[src/rtl/core/sim_pkg.sv]
`default_nettype none

package sim_pkg;

    // configuration register indexes
    localparam int unsigned NUM_REGS   = 8;
    localparam int unsigned REG_IDX_W  = 3;
    localparam int unsigned REG_DATA_W = 12;

    localparam logic [REG_IDX_W-1:0] REG_TEMP_WARN_LOW  = 3'd0;
    localparam logic [REG_IDX_W-1:0] REG_TEMP_WARN_HIGH = 3'd1;
    localparam logic [REG_IDX_W-1:0] REG_TEMP_HALT_LOW  = 3'd2;
    localparam logic [REG_IDX_W-1:0] REG_TEMP_HALT_HIGH = 3'd3;
    localparam logic [REG_IDX_W-1:0] REG_PRESS_LOW      = 3'd4;
    localparam logic [REG_IDX_W-1:0] REG_PRESS_HIGH     = 3'd5;
    localparam logic [REG_IDX_W-1:0] REG_FAN_ON_TEMP    = 3'd6;
    localparam logic [REG_IDX_W-1:0] REG_FAN_OFF_TEMP   = 3'd7;

    // register reset values
    localparam logic [REG_DATA_W-1:0] RST_TEMP_WARN_LOW  = 12'd560;
    localparam logic [REG_DATA_W-1:0] RST_TEMP_WARN_HIGH = 12'd608;
    localparam logic [REG_DATA_W-1:0] RST_TEMP_HALT_LOW  = 12'd512;
    localparam logic [REG_DATA_W-1:0] RST_TEMP_HALT_HIGH = 12'd656;
    localparam logic [REG_DATA_W-1:0] RST_PRESS_LOW      = 12'd100;
    localparam logic [REG_DATA_W-1:0] RST_PRESS_HIGH     = 12'd200;
    localparam logic [REG_DATA_W-1:0] RST_FAN_ON_TEMP    = 12'd624;
    localparam logic [REG_DATA_W-1:0] RST_FAN_OFF_TEMP   = 12'd592;

    // pressure confirm window in ms
    localparam logic [31:0] CONFIRM_MS = 32'd3000;

    // fault codes
    localparam logic [2:0] FAULT_NONE  = 3'd0;
    localparam logic [2:0] FAULT_AIR   = 3'd1;
    localparam logic [2:0] FAULT_TLOW  = 3'd2;
    localparam logic [2:0] FAULT_THIGH = 3'd3;
    localparam logic [2:0] FAULT_PRESS = 3'd4;

    // message codes
    localparam logic [2:0] MSG_NONE    = 3'd0;
    localparam logic [2:0] MSG_RESUMED = 3'd1;
    localparam logic [2:0] MSG_STILL   = 3'd2;
    localparam logic [2:0] MSG_HALTED  = 3'd3;
    localparam logic [2:0] MSG_ALERT   = 3'd4;

    typedef struct packed {
        logic signed [11:0] temp_warn_low;
        logic signed [11:0] temp_warn_high;
        logic signed [11:0] temp_halt_low;
        logic signed [11:0] temp_halt_high;
        logic        [11:0] press_low;
        logic        [11:0] press_high;
        logic signed [11:0] fan_on_temp;
        logic signed [11:0] fan_off_temp;
    } cfg_t;

    typedef struct packed {
        logic signed [11:0] temperature;
        logic        [11:0] pressure_sample;
        logic               air_seen;
        logic               recheck_pressed;
        logic        [31:0] time_ms;
    } sample_t;

    typedef struct packed {
        logic       halted;
        logic [2:0] fault;
        logic       temp_warning;
        logic       resume_ok;
        logic [2:0] message_kind;
        logic       warning_led;
        logic       buzzer;
        logic       pump_kill;
        logic       fan_drive;
        logic       view_cycle_allowed;
        logic       force_redraw;
    } result_t;

endpackage

`default_nettype wire

[src/rtl/core/sim_cfg_regs.sv]
`default_nettype none

module sim_cfg_regs (
    input  wire logic                            clk,
    input  wire logic                            rst_n,
    input  wire logic                            cfg_we,
    input  wire logic [sim_pkg::REG_IDX_W-1:0]  cfg_index,
    input  wire logic [sim_pkg::REG_DATA_W-1:0] cfg_wdata,
    output      sim_pkg::cfg_t                   cfg
);
    import sim_pkg::*;

    logic [REG_DATA_W-1:0] regs_reg [NUM_REGS];

    // register file with write enable
    always_ff @(posedge clk or negedge rst_n)
    begin
        if (!rst_n)
        begin
            regs_reg[REG_TEMP_WARN_LOW]  <= RST_TEMP_WARN_LOW;
            regs_reg[REG_TEMP_WARN_HIGH] <= RST_TEMP_WARN_HIGH;
            regs_reg[REG_TEMP_HALT_LOW]  <= RST_TEMP_HALT_LOW;
            regs_reg[REG_TEMP_HALT_HIGH] <= RST_TEMP_HALT_HIGH;
            regs_reg[REG_PRESS_LOW]      <= RST_PRESS_LOW;
            regs_reg[REG_PRESS_HIGH]     <= RST_PRESS_HIGH;
            regs_reg[REG_FAN_ON_TEMP]    <= RST_FAN_ON_TEMP;
            regs_reg[REG_FAN_OFF_TEMP]   <= RST_FAN_OFF_TEMP;
        end
        else if (cfg_we)
        begin
            regs_reg[cfg_index] <= cfg_wdata;
        end
    end

    // present as named thresholds
    always_comb
    begin
        cfg.temp_warn_low  = regs_reg[REG_TEMP_WARN_LOW];
        cfg.temp_warn_high = regs_reg[REG_TEMP_WARN_HIGH];
        cfg.temp_halt_low  = regs_reg[REG_TEMP_HALT_LOW];
        cfg.temp_halt_high = regs_reg[REG_TEMP_HALT_HIGH];
        cfg.press_low      = regs_reg[REG_PRESS_LOW];
        cfg.press_high     = regs_reg[REG_PRESS_HIGH];
        cfg.fan_on_temp    = regs_reg[REG_FAN_ON_TEMP];
        cfg.fan_off_temp   = regs_reg[REG_FAN_OFF_TEMP];
    end

`ifndef SYNTH
    a_fan_on_write: assert property (@(posedge clk) disable iff (!rst_n)
        cfg_we && cfg_index == REG_FAN_ON_TEMP |=> cfg.fan_on_temp == $past(cfg_wdata))
        else $error("fan on threshold not written");
`endif

endmodule

`default_nettype wire

[src/rtl/core/sim_core.sv]
`default_nettype none

module sim_core (
    input  wire logic    clk,
    input  wire logic    rst_n,
    input  wire sim_pkg::cfg_t    cfg,
    input  wire sim_pkg::sample_t smp,
    input  wire logic    adv,
    output sim_pkg::result_t res
);
    import sim_pkg::*;

    logic        halt_latched_reg, halt_latched_next;
    logic [2:0]  latched_fault_reg, latched_fault_next;
    logic        press_timing_reg, press_timing_next;
    logic [31:0] press_start_reg, press_start_next;
    logic        warn_was_on_reg, warn_was_on_next;
    logic        fan_reg, fan_next;

    logic signed [11:0] t;
    logic        temp_low, temp_high, press_out, press_reached, press_confirmed;
    logic [31:0] elapsed;
    logic [2:0]  cur_fault;
    logic        warn_band;

    // threshold compares
    always_comb
    begin
        t               = smp.temperature;
        temp_low        = t <= cfg.temp_halt_low;
        temp_high       = t >= cfg.temp_halt_high;
        press_out       = (smp.pressure_sample < cfg.press_low)
                       || (smp.pressure_sample > cfg.press_high);
        press_reached   = !smp.air_seen && !temp_low && !temp_high;
        elapsed         = smp.time_ms - press_start_reg;
        press_confirmed = press_out && press_timing_reg && (elapsed >= CONFIRM_MS);
        warn_band       = (t < cfg.temp_warn_low) || (t > cfg.temp_warn_high);
    end

    // fault priority
    always_comb
    begin
        if (smp.air_seen)
            cur_fault = FAULT_AIR;
        else if (temp_low)
            cur_fault = FAULT_TLOW;
        else if (temp_high)
            cur_fault = FAULT_THIGH;
        else if (press_confirmed)
            cur_fault = FAULT_PRESS;
        else
            cur_fault = FAULT_NONE;
    end

    // pressure timer, only touched when the check is reached
    always_comb
    begin
        press_timing_next = press_timing_reg;
        press_start_next  = press_start_reg;
        if (press_reached)
        begin
            press_timing_next = press_out;
            if (press_out && !press_timing_reg)
                press_start_next = smp.time_ms;
        end
    end

    // fan thermostat with hysteresis
    always_comb
    begin
        fan_next = fan_reg;
        if (!fan_reg && (t > cfg.fan_on_temp))
            fan_next = 1'b1;
        else if (fan_reg && (t <= cfg.fan_off_temp))
            fan_next = 1'b0;
    end

    // halt latch and result
    always_comb
    begin
        halt_latched_next  = halt_latched_reg;
        latched_fault_next = latched_fault_reg;
        warn_was_on_next   = warn_was_on_reg;
        res                = '0;
        res.fan_drive      = fan_next;
        if (halt_latched_reg)
        begin
            res.halted      = 1'b1;
            res.fault       = latched_fault_reg;
            res.warning_led = 1'b1;
            res.buzzer      = 1'b1;
            res.pump_kill   = 1'b1;
            if (smp.recheck_pressed)
            begin
                if (cur_fault == FAULT_NONE)
                begin
                    halt_latched_next      = 1'b0;
                    latched_fault_next     = FAULT_NONE;
                    res.halted             = 1'b0;
                    res.fault              = FAULT_NONE;
                    res.warning_led        = 1'b0;
                    res.buzzer             = 1'b0;
                    res.pump_kill          = 1'b0;
                    res.resume_ok          = 1'b1;
                    res.message_kind       = MSG_RESUMED;
                    res.force_redraw       = 1'b1;
                    res.view_cycle_allowed = 1'b1;
                end
                else
                begin
                    latched_fault_next = cur_fault;
                    res.fault          = cur_fault;
                    res.message_kind   = MSG_STILL;
                end
            end
        end
        else if (cur_fault != FAULT_NONE)
        begin
            halt_latched_next  = 1'b1;
            latched_fault_next = cur_fault;
            res.halted         = 1'b1;
            res.fault          = cur_fault;
            res.warning_led    = 1'b1;
            res.buzzer         = 1'b1;
            res.pump_kill      = 1'b1;
            res.message_kind   = MSG_HALTED;
        end
        else if (warn_band)
        begin
            res.warning_led  = 1'b1;
            res.temp_warning = 1'b1;
            if (!warn_was_on_reg)
                res.message_kind = MSG_ALERT;
            warn_was_on_next = 1'b1;
        end
        else
        begin
            res.force_redraw       = warn_was_on_reg;
            res.view_cycle_allowed = 1'b1;
            warn_was_on_next       = 1'b0;
        end
    end

    // monitor state, updated once per sample
    always_ff @(posedge clk or negedge rst_n)
    begin
        if (!rst_n)
        begin
            halt_latched_reg  <= 1'b0;
            latched_fault_reg <= FAULT_NONE;
            press_timing_reg  <= 1'b0;
            press_start_reg   <= '0;
            warn_was_on_reg   <= 1'b0;
            fan_reg           <= 1'b0;
        end
        else if (adv)
        begin
            halt_latched_reg  <= halt_latched_next;
            latched_fault_reg <= latched_fault_next;
            press_timing_reg  <= press_timing_next;
            press_start_reg   <= press_start_next;
            warn_was_on_reg   <= warn_was_on_next;
            fan_reg           <= fan_next;
        end
    end

`ifndef SYNTH
    a_halt_drives: assert property (@(posedge clk) disable iff (!rst_n)
        res.halted |-> res.buzzer && res.pump_kill && res.warning_led)
        else $error("halted without alarm drives");
    a_halt_latches: assert property (@(posedge clk) disable iff (!rst_n)
        adv && res.halted |=> halt_latched_reg && latched_fault_reg != FAULT_NONE)
        else $error("halt not latched");
    a_resume_clean: assert property (@(posedge clk) disable iff (!rst_n)
        res.resume_ok |-> !res.halted && res.fault == FAULT_NONE && halt_latched_reg)
        else $error("resume with fault");
`endif

endmodule

`default_nettype wire

[src/rtl/core/safety_interlock_monitor_top.sv]
`default_nettype none

// accepted samples are held in the input register, results in the output register
// throughput: one sample per cycle unless the output is stalled; the evaluation is a single compare/subtract pass
// a stalled output holds its result while one more sample waits in the input register
// reset: async active low; thresholds return to defaults, halt latch, pressure
// timer, warning flag and fan state clear; no clearing pass

module safety_interlock_monitor_top (
    input  wire logic        clk,
    input  wire logic        rst_n,
    input  wire logic        in_valid,
    output      logic        in_ready,
    input  wire logic [11:0] temperature,
    input  wire logic [11:0] pressure_sample,
    input  wire logic        air_seen,
    input  wire logic        recheck_pressed,
    input  wire logic [31:0] time_ms,
    output      logic        out_valid,
    input  wire logic        out_ready,
    output      logic        halted,
    output      logic [2:0]  fault,
    output      logic        temp_warning,
    output      logic        resume_ok,
    output      logic [2:0]  message_kind,
    output      logic        warning_led,
    output      logic        buzzer,
    output      logic        pump_kill,
    output      logic        fan_drive,
    output      logic        view_cycle_allowed,
    output      logic        force_redraw,
    input  wire logic        cfg_we,
    input  wire logic [2:0]  cfg_index,
    input  wire logic [11:0] cfg_wdata
);
    import sim_pkg::*;

    cfg_t    cfg;
    sample_t smp_reg;
    result_t res;
    result_t res_reg;
    logic    in_valid_reg;
    logic    out_valid_reg;
    logic    adv;

    // handshake: input stage moves on when the output register is free
    assign adv      = in_valid_reg && (!out_valid_reg || out_ready);
    assign in_ready = !in_valid_reg || adv;

    always_ff @(posedge clk or negedge rst_n)
    begin
        if (!rst_n)
        begin
            in_valid_reg  <= 1'b0;
            out_valid_reg <= 1'b0;
        end
        else
        begin
            if (in_ready)
                in_valid_reg <= in_valid;
            if (adv)
                out_valid_reg <= 1'b1;
            else if (out_ready)
                out_valid_reg <= 1'b0;
        end
    end

    // payload registers
    always_ff @(posedge clk)
    begin
        if (in_valid && in_ready)
        begin
            smp_reg.temperature     <= temperature;
            smp_reg.pressure_sample <= pressure_sample;
            smp_reg.air_seen        <= air_seen;
            smp_reg.recheck_pressed <= recheck_pressed;
            smp_reg.time_ms         <= time_ms;
        end
        if (adv)
            res_reg <= res;
    end

    sim_cfg_regs u_cfg (
        .clk       (clk),
        .rst_n     (rst_n),
        .cfg_we    (cfg_we),
        .cfg_index (cfg_index),
        .cfg_wdata (cfg_wdata),
        .cfg       (cfg)
    );

    sim_core u_core (
        .clk   (clk),
        .rst_n (rst_n),
        .cfg   (cfg),
        .smp   (smp_reg),
        .adv   (adv),
        .res   (res)
    );

    // output ports
    assign out_valid          = out_valid_reg;
    assign halted             = res_reg.halted;
    assign fault              = res_reg.fault;
    assign temp_warning       = res_reg.temp_warning;
    assign resume_ok          = res_reg.resume_ok;
    assign message_kind       = res_reg.message_kind;
    assign warning_led        = res_reg.warning_led;
    assign buzzer             = res_reg.buzzer;
    assign pump_kill          = res_reg.pump_kill;
    assign fan_drive          = res_reg.fan_drive;
    assign view_cycle_allowed = res_reg.view_cycle_allowed;
    assign force_redraw       = res_reg.force_redraw;

`ifndef SYNTH
    a_adv_fills_out: assert property (@(posedge clk) disable iff (!rst_n)
        adv |=> out_valid_reg)
        else $error("evaluated sample lost");
    a_no_overwrite: assert property (@(posedge clk) disable iff (!rst_n)
        out_valid_reg && !out_ready |-> !adv)
        else $error("stalled result overwritten");
`endif

endmodule

`default_nettype wire
[config.mk]
export PLATFORM = sky130hd
export DESIGN_NAME = safety_interlock_monitor_top
export DESIGN_NICKNAME = d
export VERILOG_FILES = /design/src/rtl/core/sim_pkg.sv /design/src/rtl/core/sim_cfg_regs.sv /design/src/rtl/core/sim_core.sv /design/src/rtl/core/safety_interlock_monitor_top.sv
export SDC_FILE = /design/constraint.sdc
export NUM_CORES = 1
export LEC_CHECK = 0
export ABC_AREA = 1
export BUFFER_PORTS_ARGS = -buffer_cell sky130_fd_sc_hd__clkbuf_2
export CORE_MARGIN = 2
export CORE_UTILIZATION = 45
export CTS_CLUSTER_SIZE = 10
export DETAILED_ROUTE_END_ITERATION = 10
export PLACE_DENSITY_LB_ADDON = 0.05
export SYNTH_ARGS = -nofsm -noshare
export SYNTH_HDL_FRONTEND = slang
export SYNTH_HIERARCHICAL = 1
export SYNTH_SLANG_ARGS = --single-unit
[constraint.sdc]
create_clock -name clk -period 8.4 [get_ports clk]
set_input_delay 1.26 -clock clk [delete_from_list [all_inputs] [get_ports clk]]
set_output_delay 1.26 -clock clk [all_outputs]
set_load 0.005 [all_outputs]
## Word level (Yosys, flattened, before mapping)

Index checks and enable logic that the tools add are counted.

| storage, ports and cells | value |
|---|---|
| bits in registers | 210 |
| bits of input ports | 78 |
| logic and storage cells | 116 |
| output and inout bits | 17 |

| cells by class | value |
|---|---|
| $add $sub $neg | 1 |
| order comparisons | 11 |
| equal/unequal tests | 1 |
| reduce and logical (&&, ||, !) cells | 31 |
| mux-type cells | 37 |
| bitwise gates (word level) | 3 |

Operator list:

| kind | count |
|---|---|
| bitwise mux 96 bit | 1 |
| demux 12 bit (select 3 bit) | 1 |
| > comparator 12 bit | 3 |
| >= comparator 32 x 12 -> 1 bit (second input constant) | 1 |
| subtractor 32 bit | 1 |
| 2-to-1 mux 3 bit | 10 |
| less-or-equal comparator 12 bit | 2 |
| < comparator 12 bit | 2 |
| 2-to-1 mux 4 bit | 5 |
| 2-to-1 mux 2 bit | 7 |
| >= comparator 12 bit | 1 |
| 2-to-1 mux 12 bit | 1 |
| 2-to-1 mux 6 bit | 2 |
| logical AND 1 bit | 10 |
| 2-to-1 mux 1 bit | 10 |
| AND reduction 3 bit | 3 |
| zero test 1 bit | 7 |
| >= comparator 4 bit (second input constant) | 1 |
| logical OR 1 bit | 4 |
| < comparator 4 x 1 -> 1 bit (second input constant) | 1 |
| inverter 3 -> 4 bit | 1 |
| AND reduction 2 bit | 2 |
| nonzero test 2 bit | 2 |
| zero test 3 bit | 1 |
| other kinds (4) | 5 |

## Longest topological paths before layout

Gate-level depths: netlist of run 1.

| depth | value |
|---|---|
| depth after elaboration | 12 |
| depth in mapped cells | 23 |
| mapped depth without buffers | 23 |

## By module

The synthesis of run 1 kept the hierarchy.

By module, submodules not included:

| module | area each (um^2) | cells an instance | times used | sequential area each (um^2) |
|---|---|---|---|---|
| sim_core | 6777.8 | 1158 | 1 | 975.9 |
| sim_cfg_regs | 3867.5 | 444 | 1 | 2431.1 |
| safety_interlock_monitor_top | 2287.2 | 85 | 1 | 2242.2 |

## Worst setup path before layout of run 1

No wires, ideal clock.

| timing path | value |
|---|---|
| kind | input-to-reg |
| start | input port out_ready |
| end | register u_core.press_start_reg[13] |
| buffers on the path | 1 |
| setup time | 0.133 ns |
| data required time | 8.267 ns |
| data arrival time | 3.138 ns |
| stages | 8 |
| slack | 5.129 ns |
| cell sequence | inv_2 a21oi_1 inv_1 nor2_2 nand3_2 clkbuf_1 nor2_1 a21oi_1 |

| between the ends | value |
|---|---|
| longest elaborated chain between the ends | 3 |

RTL lines:

| item | line | source |
|---|---|---|
| start: declaration | safety_interlock_monitor_top.sv:20 | `input wire logic out_ready,` |
| logical OR 1 bit | safety_interlock_monitor_top.sv:47 | `assign adv = in_valid_reg && (!out_valid_reg \|\| out_ready);` |
| logical AND 1 bit | safety_interlock_monitor_top.sv:47 |  |
| named net adv | safety_interlock_monitor_top.sv:44 | `logic adv;` |
| AND reduction 3 bit (no source line) | - |  |
| end signal: assignment | sim_core.sv:161 | `press_start_reg <= press_start_next;` |
| end: declaration | sim_core.sv:16 | `logic [31:0] press_start_reg, press_start_next;` |

The timed path passes the listed nets, and every way through them passes these cells.
A chain may end at the register's enable or synchronous reset.

## Final worst setup path of run 1

| timing path | value |
|---|---|
| start | register smp_reg[47] (netlist name) |
| end | register u_core.press_start_reg[12] |

| between the ends | value |
|---|---|
| longest elaborated chain between the ends | 5 |
| elaborated cells on any way between the ends | 7 |
| those cells by class | 2 x order compare; 5 x reduce/logical |

RTL lines:

| item | line | source |
|---|---|---|
| start: declaration | safety_interlock_monitor_top.sv:39 | `sample_t smp_reg;` |
| less-or-equal comparator 12 bit | sim_core.sv:30 | `temp_low = t <= cfg.temp_halt_low;` |
| zero test 1 bit | sim_core.sv:34 | `press_reached = !smp.air_seen && !temp_low && !temp_high;` |
| logical AND 1 bit | sim_core.sv:34 |  |
| logical AND 1 bit * | sim_core.sv:34 |  |
| AND reduction 3 bit (no source line) * | - |  |

Mark *: on every way between the ends. The rest lies on a longest branch, timed or not.

==> results of run 1 <==
-- metal layers --
metal / GRT usage / up-vias
met2: 0.387 / 178
met3: 0.0272 / 55
met5: 0 / -
met4: 0.0724 / 0
met1: 0.277 / 4805
li1: - / 5457
-- placed cells by master (no fill, tap or decap), drive strengths merged, types with 19 or more instances in the layout --
master	synthesis	layout
nand3	100	100
edfxtp	73	73
nand2	618	618
o21ai	19	19
clkbuf	9	138
ha	125	125
nor2	118	118
dfrtp	114	114
a21oi	97	97
inv	298	298
dfstp	23	23
-- worst min path at each step --
stage / from / cells past startpoint / slack [ps] / end
floorplan: u_cfg/cfg[36] / 2 / 440 / u_cfg/cfg[36]
global placement: u_cfg/cfg[9] / 2 / 450 / u_cfg/cfg[9]
detailed placement: u_cfg/cfg[93] / 2 / 450 / u_cfg/cfg[93]
CTS: u_cfg/cfg[93] / 2 / 460 / u_cfg/cfg[93]
global route: u_cfg/cfg[30] / 2 / 470 / u_cfg/cfg[30]
finish: u_cfg/cfg[9] / 2 / 460 / u_cfg/cfg[9]
-- through the flow --
stage / total power (µW) / instances / hold slack (ps) / setup WS (ps)
after floorplan: 2580 / 1687 / 436 / 5130
after global placement: 2970 / 2127 / 451 / 5090
after detailed placement: 2990 / 2127 / 454 / 5020
after CTS: 4040 / 2175 / 463 / 5330
after global routing: 4350 / 2175 / 473 / 5090
final: 3990 / 2175 / 461 / 5340
-- final cells by class --
type                            count  area (µm²)  share of cell area
Multi-Input combinational cell   1136        5950               0.411
Timing Repair Buffer               99         514              0.0355
Tap cell                          384         480              0.0332
Inverter                          298        1120              0.0772
Sequential cell                   210        5650               0.390
Clock buffer                       45         742              0.0512
Clock inverter                      3        28.8             0.00199
-- power breakdown --
part / leakage, µW / internal [µW] / switching [µW]
clock network: 0.000366 / 595 / 431
registers: 0.00230 / 1290 / 93.8
logic: 0.00516 / 562 / 1020
-- kinds of logic after synthesis --
logic type               Yosys count
AO/OA/AOI/OAI                    133
XOR/XNOR                           4
adder cells (fa/ha/maj)          126
buffers and inverters            341
flip-flops                       210
AND/OR/NAND/NOR                  873
-- critical path, stage by stage (launching register included) --
cell,delay [ps]
edfxtp_1,550
ha_1,360
inv_1,40
nor2_1,80
nor2_1,50
o21ai_1,190
nand3_1,100
nand4_1,100
or2_1,110
nand3_1,130
nor2_1,240
nand2_2,150
nor2_2,150
nand3_2,70
buf_4,320
nor2_1,170
a21oi_1,70
==> summary.md, run 1 <==
| Metric | Value |
|---|---|
| Status | finished clean |
| Max VDD drop | 0.158 mV |
| GRT Overall Usage | 0.219 |
| Number of diodes | 0 |
| Filler cell count | 2,872 |
| Reg2reg end | u_core/press_start_reg[12] |
| Post_cts resized | 0 |
| Synth Warn # | 6 |
| Least-Margin Pin Slew | 1260 ps |
| Yosys top cell area share | 0.221 |
| Peak Freq | 0.327 GHz |
| Via count | 10,495 |
| Die area | 0.0301 mm² |
| WL met2 | 15.8 mm |
| Startpoint types | flop |
| Hold crit path type | flop to flop |
| HPWL Detailed | roughly 23 mm |
| Layout cells sized above 1 | 0.108 |
| Post-synthesis compound-gate area fraction | 0.0566 |
| Final hold vios | 0 |
| Die H | roughly 170 µm |
| # IOs | 95 |
| Sequential share of the synthesized area | 0.437 |
| Worst R2R Start | smp_reg[47] |
| Post-synth EDFFs | 73 |
| Setup Skew | about 19 ps |
| Simple-Gate Fraction of Synth Area | 0.278 |
| Maximum fanout along the worst path | 64 |
| R2R setup slack | 5340 ps |
| CTS max path bufs | 3 |
| Drt pass-1 iters | 5 |
| Synthesis-stage register bit count | 210 |
| Global-route wire length before repair | 52.4 mm |
| Max-cap violations | 0 |
| # rows | 62 |
| Final Slew Violations | 0 |
| Leakage Power | 0.00783 µW |
| Initial antenna violation count | 0 |
| PortBufs | 94 |
| CTS tree | done |
| TNS Setup | 0 ps |
| RSZ-0062 raised after global routing | no |
| Sink Count | 210 |
| R2R depth | 16 |
| WL/cell | roughly 15 µm |
| Fraction of the mapped netlist area in adder cells | 0.122 |
| Syn Inst Count | 1,687 |
| Setup Buffers After CTS | 0 |
| Synth cell count leaders | nand2_1, inv_1, ha_1, dfrtp_1, nor2_1 |
| H-tree depth | 1 |
| Number of flip-flops in the largest register | 96 |
| Synth Cell Area | 0.0129 mm² |
| Detail Route met3 WL | 1.23 mm |
| Relative slew slack | 0.156 |
| Core Area | around 0.028 mm² |
| DRT Wirelength | 32.2 mm |
| Fin crit share | 0.364 |
| Vias in the first global route | 10,327 |
| Drc violations | 0 |
| Main synth FF type | dfrtp_1 |
| ANT nets after route | 0 |
| XOR/XNOR share of the synthesized area | 0.00271 |
| Count leader, synth | nand2_1 |
| Met1 wire length | 14.1 mm |
| Req. time, crit path | 8790 ps |
| TritonCTS Buffers | 26 |
| GR Overflow Total | 0 |
| Hold buffer count at cts | 0 |
| Power density of the placed cells | between 200 and 300 mW/mm² |
| Mux cell area share after synthesis | 0 |
| Placed cell areas | 0.0137 mm² |
| Skew-Pair Late Insertion Delay | 550 ps |
| Critical Path Source | smp_reg[47] |
| Final Cell Area | 0.0145 mm² |
| Crit end category | flop |
| DIE WIDTH | between 150 and 200 µm |
| Largest net degree at the start of global routing | 76 |
| Count of endpoints failing setup in the final report | 0 |
| Initial core utilization | 0.454 |
| Root buffer cell | clkbuf_16 |
| Area leader, netlist | dfrtp_1 |
| Fin util | 0.509 |
| DR iter-0 viols | 615 |
| CTS clk-pin slew, worst paths | 60 ps |
| Crit Path Class | flop to flop |
| Yosys cell types | 39 |
| Top post-synthesis cells by area | dfrtp_1, nand2_1, edfxtp_1, ha_1, inv_1 |
| Worst path arrival time | roughly 3400 ps |
| Async SR Flop Fraction | 0.652 |
| Setup crit end | u_core/press_start_reg[12] |
| GP Congestion | between 0.8 and 0.9 |
| Syn nets | 1,891 |
| Nets | 1,975 |
| Largest family of logic cells by synthesized area | simple AND/OR/NAND/NOR gates |
| Via density | 4.83 |
| Post-route minimum period | 3060 ps |
| Syn Area/Cell | 7.67 µm² |
| Highest routed layer | met4 |
| Area grow syn2layout | 12.0% |
(Power assumes the default switching activity.)
==> inputs of run 2 (changes only) <==
==> constraint.sdc (replaced) <==
create_clock -name clk -period 2.5 [get_ports clk]
set_input_delay 0.375 -clock clk [delete_from_list [all_inputs] [get_ports clk]]
set_output_delay 0.375 -clock clk [all_outputs]
set_load 0.005 [all_outputs]
==> run 2 against run 1 <==
Compared with the run above:
- the run now ends with negative setup slack left
- combinational power increased to 4.6 times the previous value
- hold slack worse by 450 ps
- sequential share of layout area fell by 5.8 points
- largest cell class unchanged
- clock power rose to 3.5 times the previous value
- die area unchanged
- critical path depth rose by 2
- core utilization grew 8.9 points
- global-route usage increased by 2.1 points
- first-iteration DRC count decreased by 11%
- critical endpoint is now u_core/press_start_reg[18]
- register-to-register slack got worse by 5600 ps
- non-clock buffer count is 186 higher
- cell area grew 18%
==> summary.md, run 2 (synthesized netlist as in run 1, its figures left out) <==
| Metric | Value |
|---|---|
| Status | complete, but fails checks |
| Failing checks | negative setup slack |
| Nets | 2,161 (+9.4%) |
| P_sw | 5940 µW (+280%) |
| Root buffer cell | clkbuf_16 |
| GR Overflow Total | 0 (unchanged) |
| WL/cell | 15.3 µm (+3.5%) |
| Skew-Pair Late Insertion Delay | 550 ps (about the same) |
| Combinational power share | 0.470 (+0.073) |
| Initial core utilization | 0.454 (unchanged) |
| GRT busiest layer | met2 |
| CTS max path bufs | 3 (unchanged) |
| Most common cell after layout, fill and taps aside | nand2_1 |
| Req. time, crit path | 2920 ps (-5870 ps) |
| Number of flip-flops in the largest register | 96 (unchanged) |
| GRT Overall Usage | 0.239 (+0.0209) |
| PortBufs | 94 (unchanged) |
| DIE WIDTH | 174 µm (unchanged) |
| DRT Wirelength | 36.2 mm (+12%) |
| Sink Count | 210 (unchanged) |
| Power density of the placed cells | 916 mW/mm² (+230%) |
| Number of diodes | 0 (unchanged) |
| Core Area | 0.0285 mm² (unchanged) |
| Final hold vios | 0 (unchanged) |
| Max-cap violations | 0 (unchanged) |
| Relative slew slack | 0.569 (+0.413) |
| Placed Cells | 2,242 (+5.4%) |
| Switch share | 0.381 (-0.00624) |
| GP Congestion | 0.861 (+3.2%) |
| H-tree depth | 1 (unchanged) |
| Reg power frac | 0.299 (-0.047) |
| R2R setup slack | -280 ps (-5630 ps) |
| Setup Skew | 10.5 ps (-8.22 ps) |
| Worst path arrival time | 3200 ps (-240 ps) |
| CTS clk-pin slew, worst paths | 60 ps (about the same) |
| ANT nets after route | 0 (unchanged) |
| Final Slew Violations | 0 (unchanged) |
| Max stage delay cell, worst path | edfxtp_1 |
| DR iter-0 viols | 545 (-11%) |
| Count of endpoints failing setup in the final report | 50 (+50) |
| Hold crit path type | input port to flop |
| Most frequent cells in the layout | nand2_1, inv_1, buf_4 |
| Final hold slack | 16.0 ps (-445 ps) |
| Met2 Use GR | 0.451 (+0.0632) |
| CTS tree | done |
| Peak Freq | 0.359 GHz (+9.8%) |
| Cell Chain, Critical Path | ha_4 -> inv_2 -> nor2_1 -> nor2_1 -> o21ai_2 -> nand3_1 -> nand4_1 -> or2_1 -> nand3_2 -> nor2_2 -> buf_6 -> nand2_8 -> nor2_4 -> nand3_4 -> buf_6 -> buf_12 -> nor2_2 -> a21oi_1 |
| Crit path largest cell delay | 540 ps (about the same) |
| Seq. cell area | 0.00565 mm² (unchanged) |
| Drt pass-1 iters | 5 (unchanged) |
| Crit end category | flop |
| TritonCTS Buffers | 26 (unchanged) |
| # IOs | 95 (unchanged) |
| Maximum fanout along the worst path | 8 (-88%) |
| Startpoint types | flop |
| Via density | 4.82 (-0.17%) |
| RSZ-0062 raised after global routing | yes |
| Total internal power | 9640 µW (+290%) |
| Die area | 0.0301 mm² (unchanged) |
| Vias in the first global route | 11,366 (+10%) |
| Final Power | 15,600 µW (+290%) |
| Via count | 11,373 (+8.4%) |
| Fin crit share | 1.11 (+0.750) |
| Filler cell count | 2,680 (-6.7%) |
| Initial antenna violation count | 0 (unchanged) |
| Worst slack at placement | -420 ps (-5440 ps) |
| Largest net degree at the start of global routing | 61 (-20%) |
| Least-Margin Pin Slew | 646 ps (-615 ps) |
| Global-route wire length before repair | 57.3 mm (+9.4%) |
| Max VDD drop | 0.523 mV (+230%) |
| Crit Path Class | flop to flop |
| TNS Setup | -12,140 ps (-12,140 ps) |
| Clock share of power | 0.231 (-0.026) |
| Grt met3 use | 0.0243 (-0.00285) |
| Layout cells sized above 1 | 0.239 (+0.130) |
| HPWL Detailed | 25.4 mm (+8.5%) |
| Drc violations | 0 (unchanged) |
| Fin worst setup slack | -284 ps (-5630 ps) |
| Non-filler cells in the finished layout | 2,361 (+8.6%) |
| Post-route minimum period | 2780 ps (-272 ps) |
| Met1 usage in global routing | 0.293 (+0.0167) |
| # rows | 62 (unchanged) |
| Die H | 174 µm (unchanged) |
| Leakage Power | 0.00888 µW (+13%) |
| Area grow syn2layout | 31.6% |
| Footprint of the multi-input gates | 0.00673 mm² (+13%) |
==> run 2: worst max-delay path: cells and delay by family (launching register included) <==
family,cells,cell delay (ps)
simple gates,11,1070
flops,1,540
buf+inv,4,500
fa+ha+maj,1,340
compound gates,2,200
==> run 2: cell type report <==
| cell class | instances | area share |
|---|---|---|
| Clock buffer | 45 | 0.0442 |
| Clock inverter | 3 | 0.00316 |
| Inverter | 298 | 0.0657 |
| Multi-Input combinational cell | 1136 | 0.395 |
| Sequential cell | 210 | 0.332 |
| Tap cell | 384 | 0.0282 |
| Timing Repair Buffer | 285 | 0.132 |
==> run 2: path summary, 6_finish.rpt <==
check,start,to,cells past startpoint
max,smp_reg[47],u_core/press_start_reg[18],18
min in group asynchronous,rst_n,u_core/press_start_reg[2],2
max in group asynchronous,rst_n,u_cfg/cfg[31],3
min reg2reg,u_cfg/cfg[69],u_cfg/cfg[69],2
min,time_ms[17],smp_reg[17],1
max reg2reg,smp_reg[47],u_core/press_start_reg[18],18
==> run 2: layer usage <==
metal  up-vias  routed length [µm]
li1       5834                   -
met1      5318               15300
met2       161               18800
met3        60                1060
met4         0                1040
met5         -                   0
==> run 2: per-stage QoR <==
stage          utilization  area (µm²)
5_1_grt              0.598       17000
2_1_floorplan            -       13000
3_3_place_gp         0.515       14700
6_report             0.598       17000
4_1_cts              0.575       16400
3_5_place_dp         0.515       14700
==> run 2: repair_timing <==
action                                  4_1_cts  5_1_grt
endpoints found under the hold margin        70        0
setup buffers                                16       12
pin swaps                                    15       31
hold buffers                                 42        0
cloned                                        4        2
resized for setup                            73      116
endpoints found under the setup margin       49       53
==> run 2: power groups by stage <==
stage | sequential (µW) | clock [µW] | combinational (µW)
floorplan | 4620 | 0 | 4080
global placement | 4680 | 0 | 6290
detailed placement | 4690 | 0 | 6360
CTS | 4640 | 3690 | 6750
global route | 4740 | 3820 | 8260
finish | 4660 | 3600 | 7330
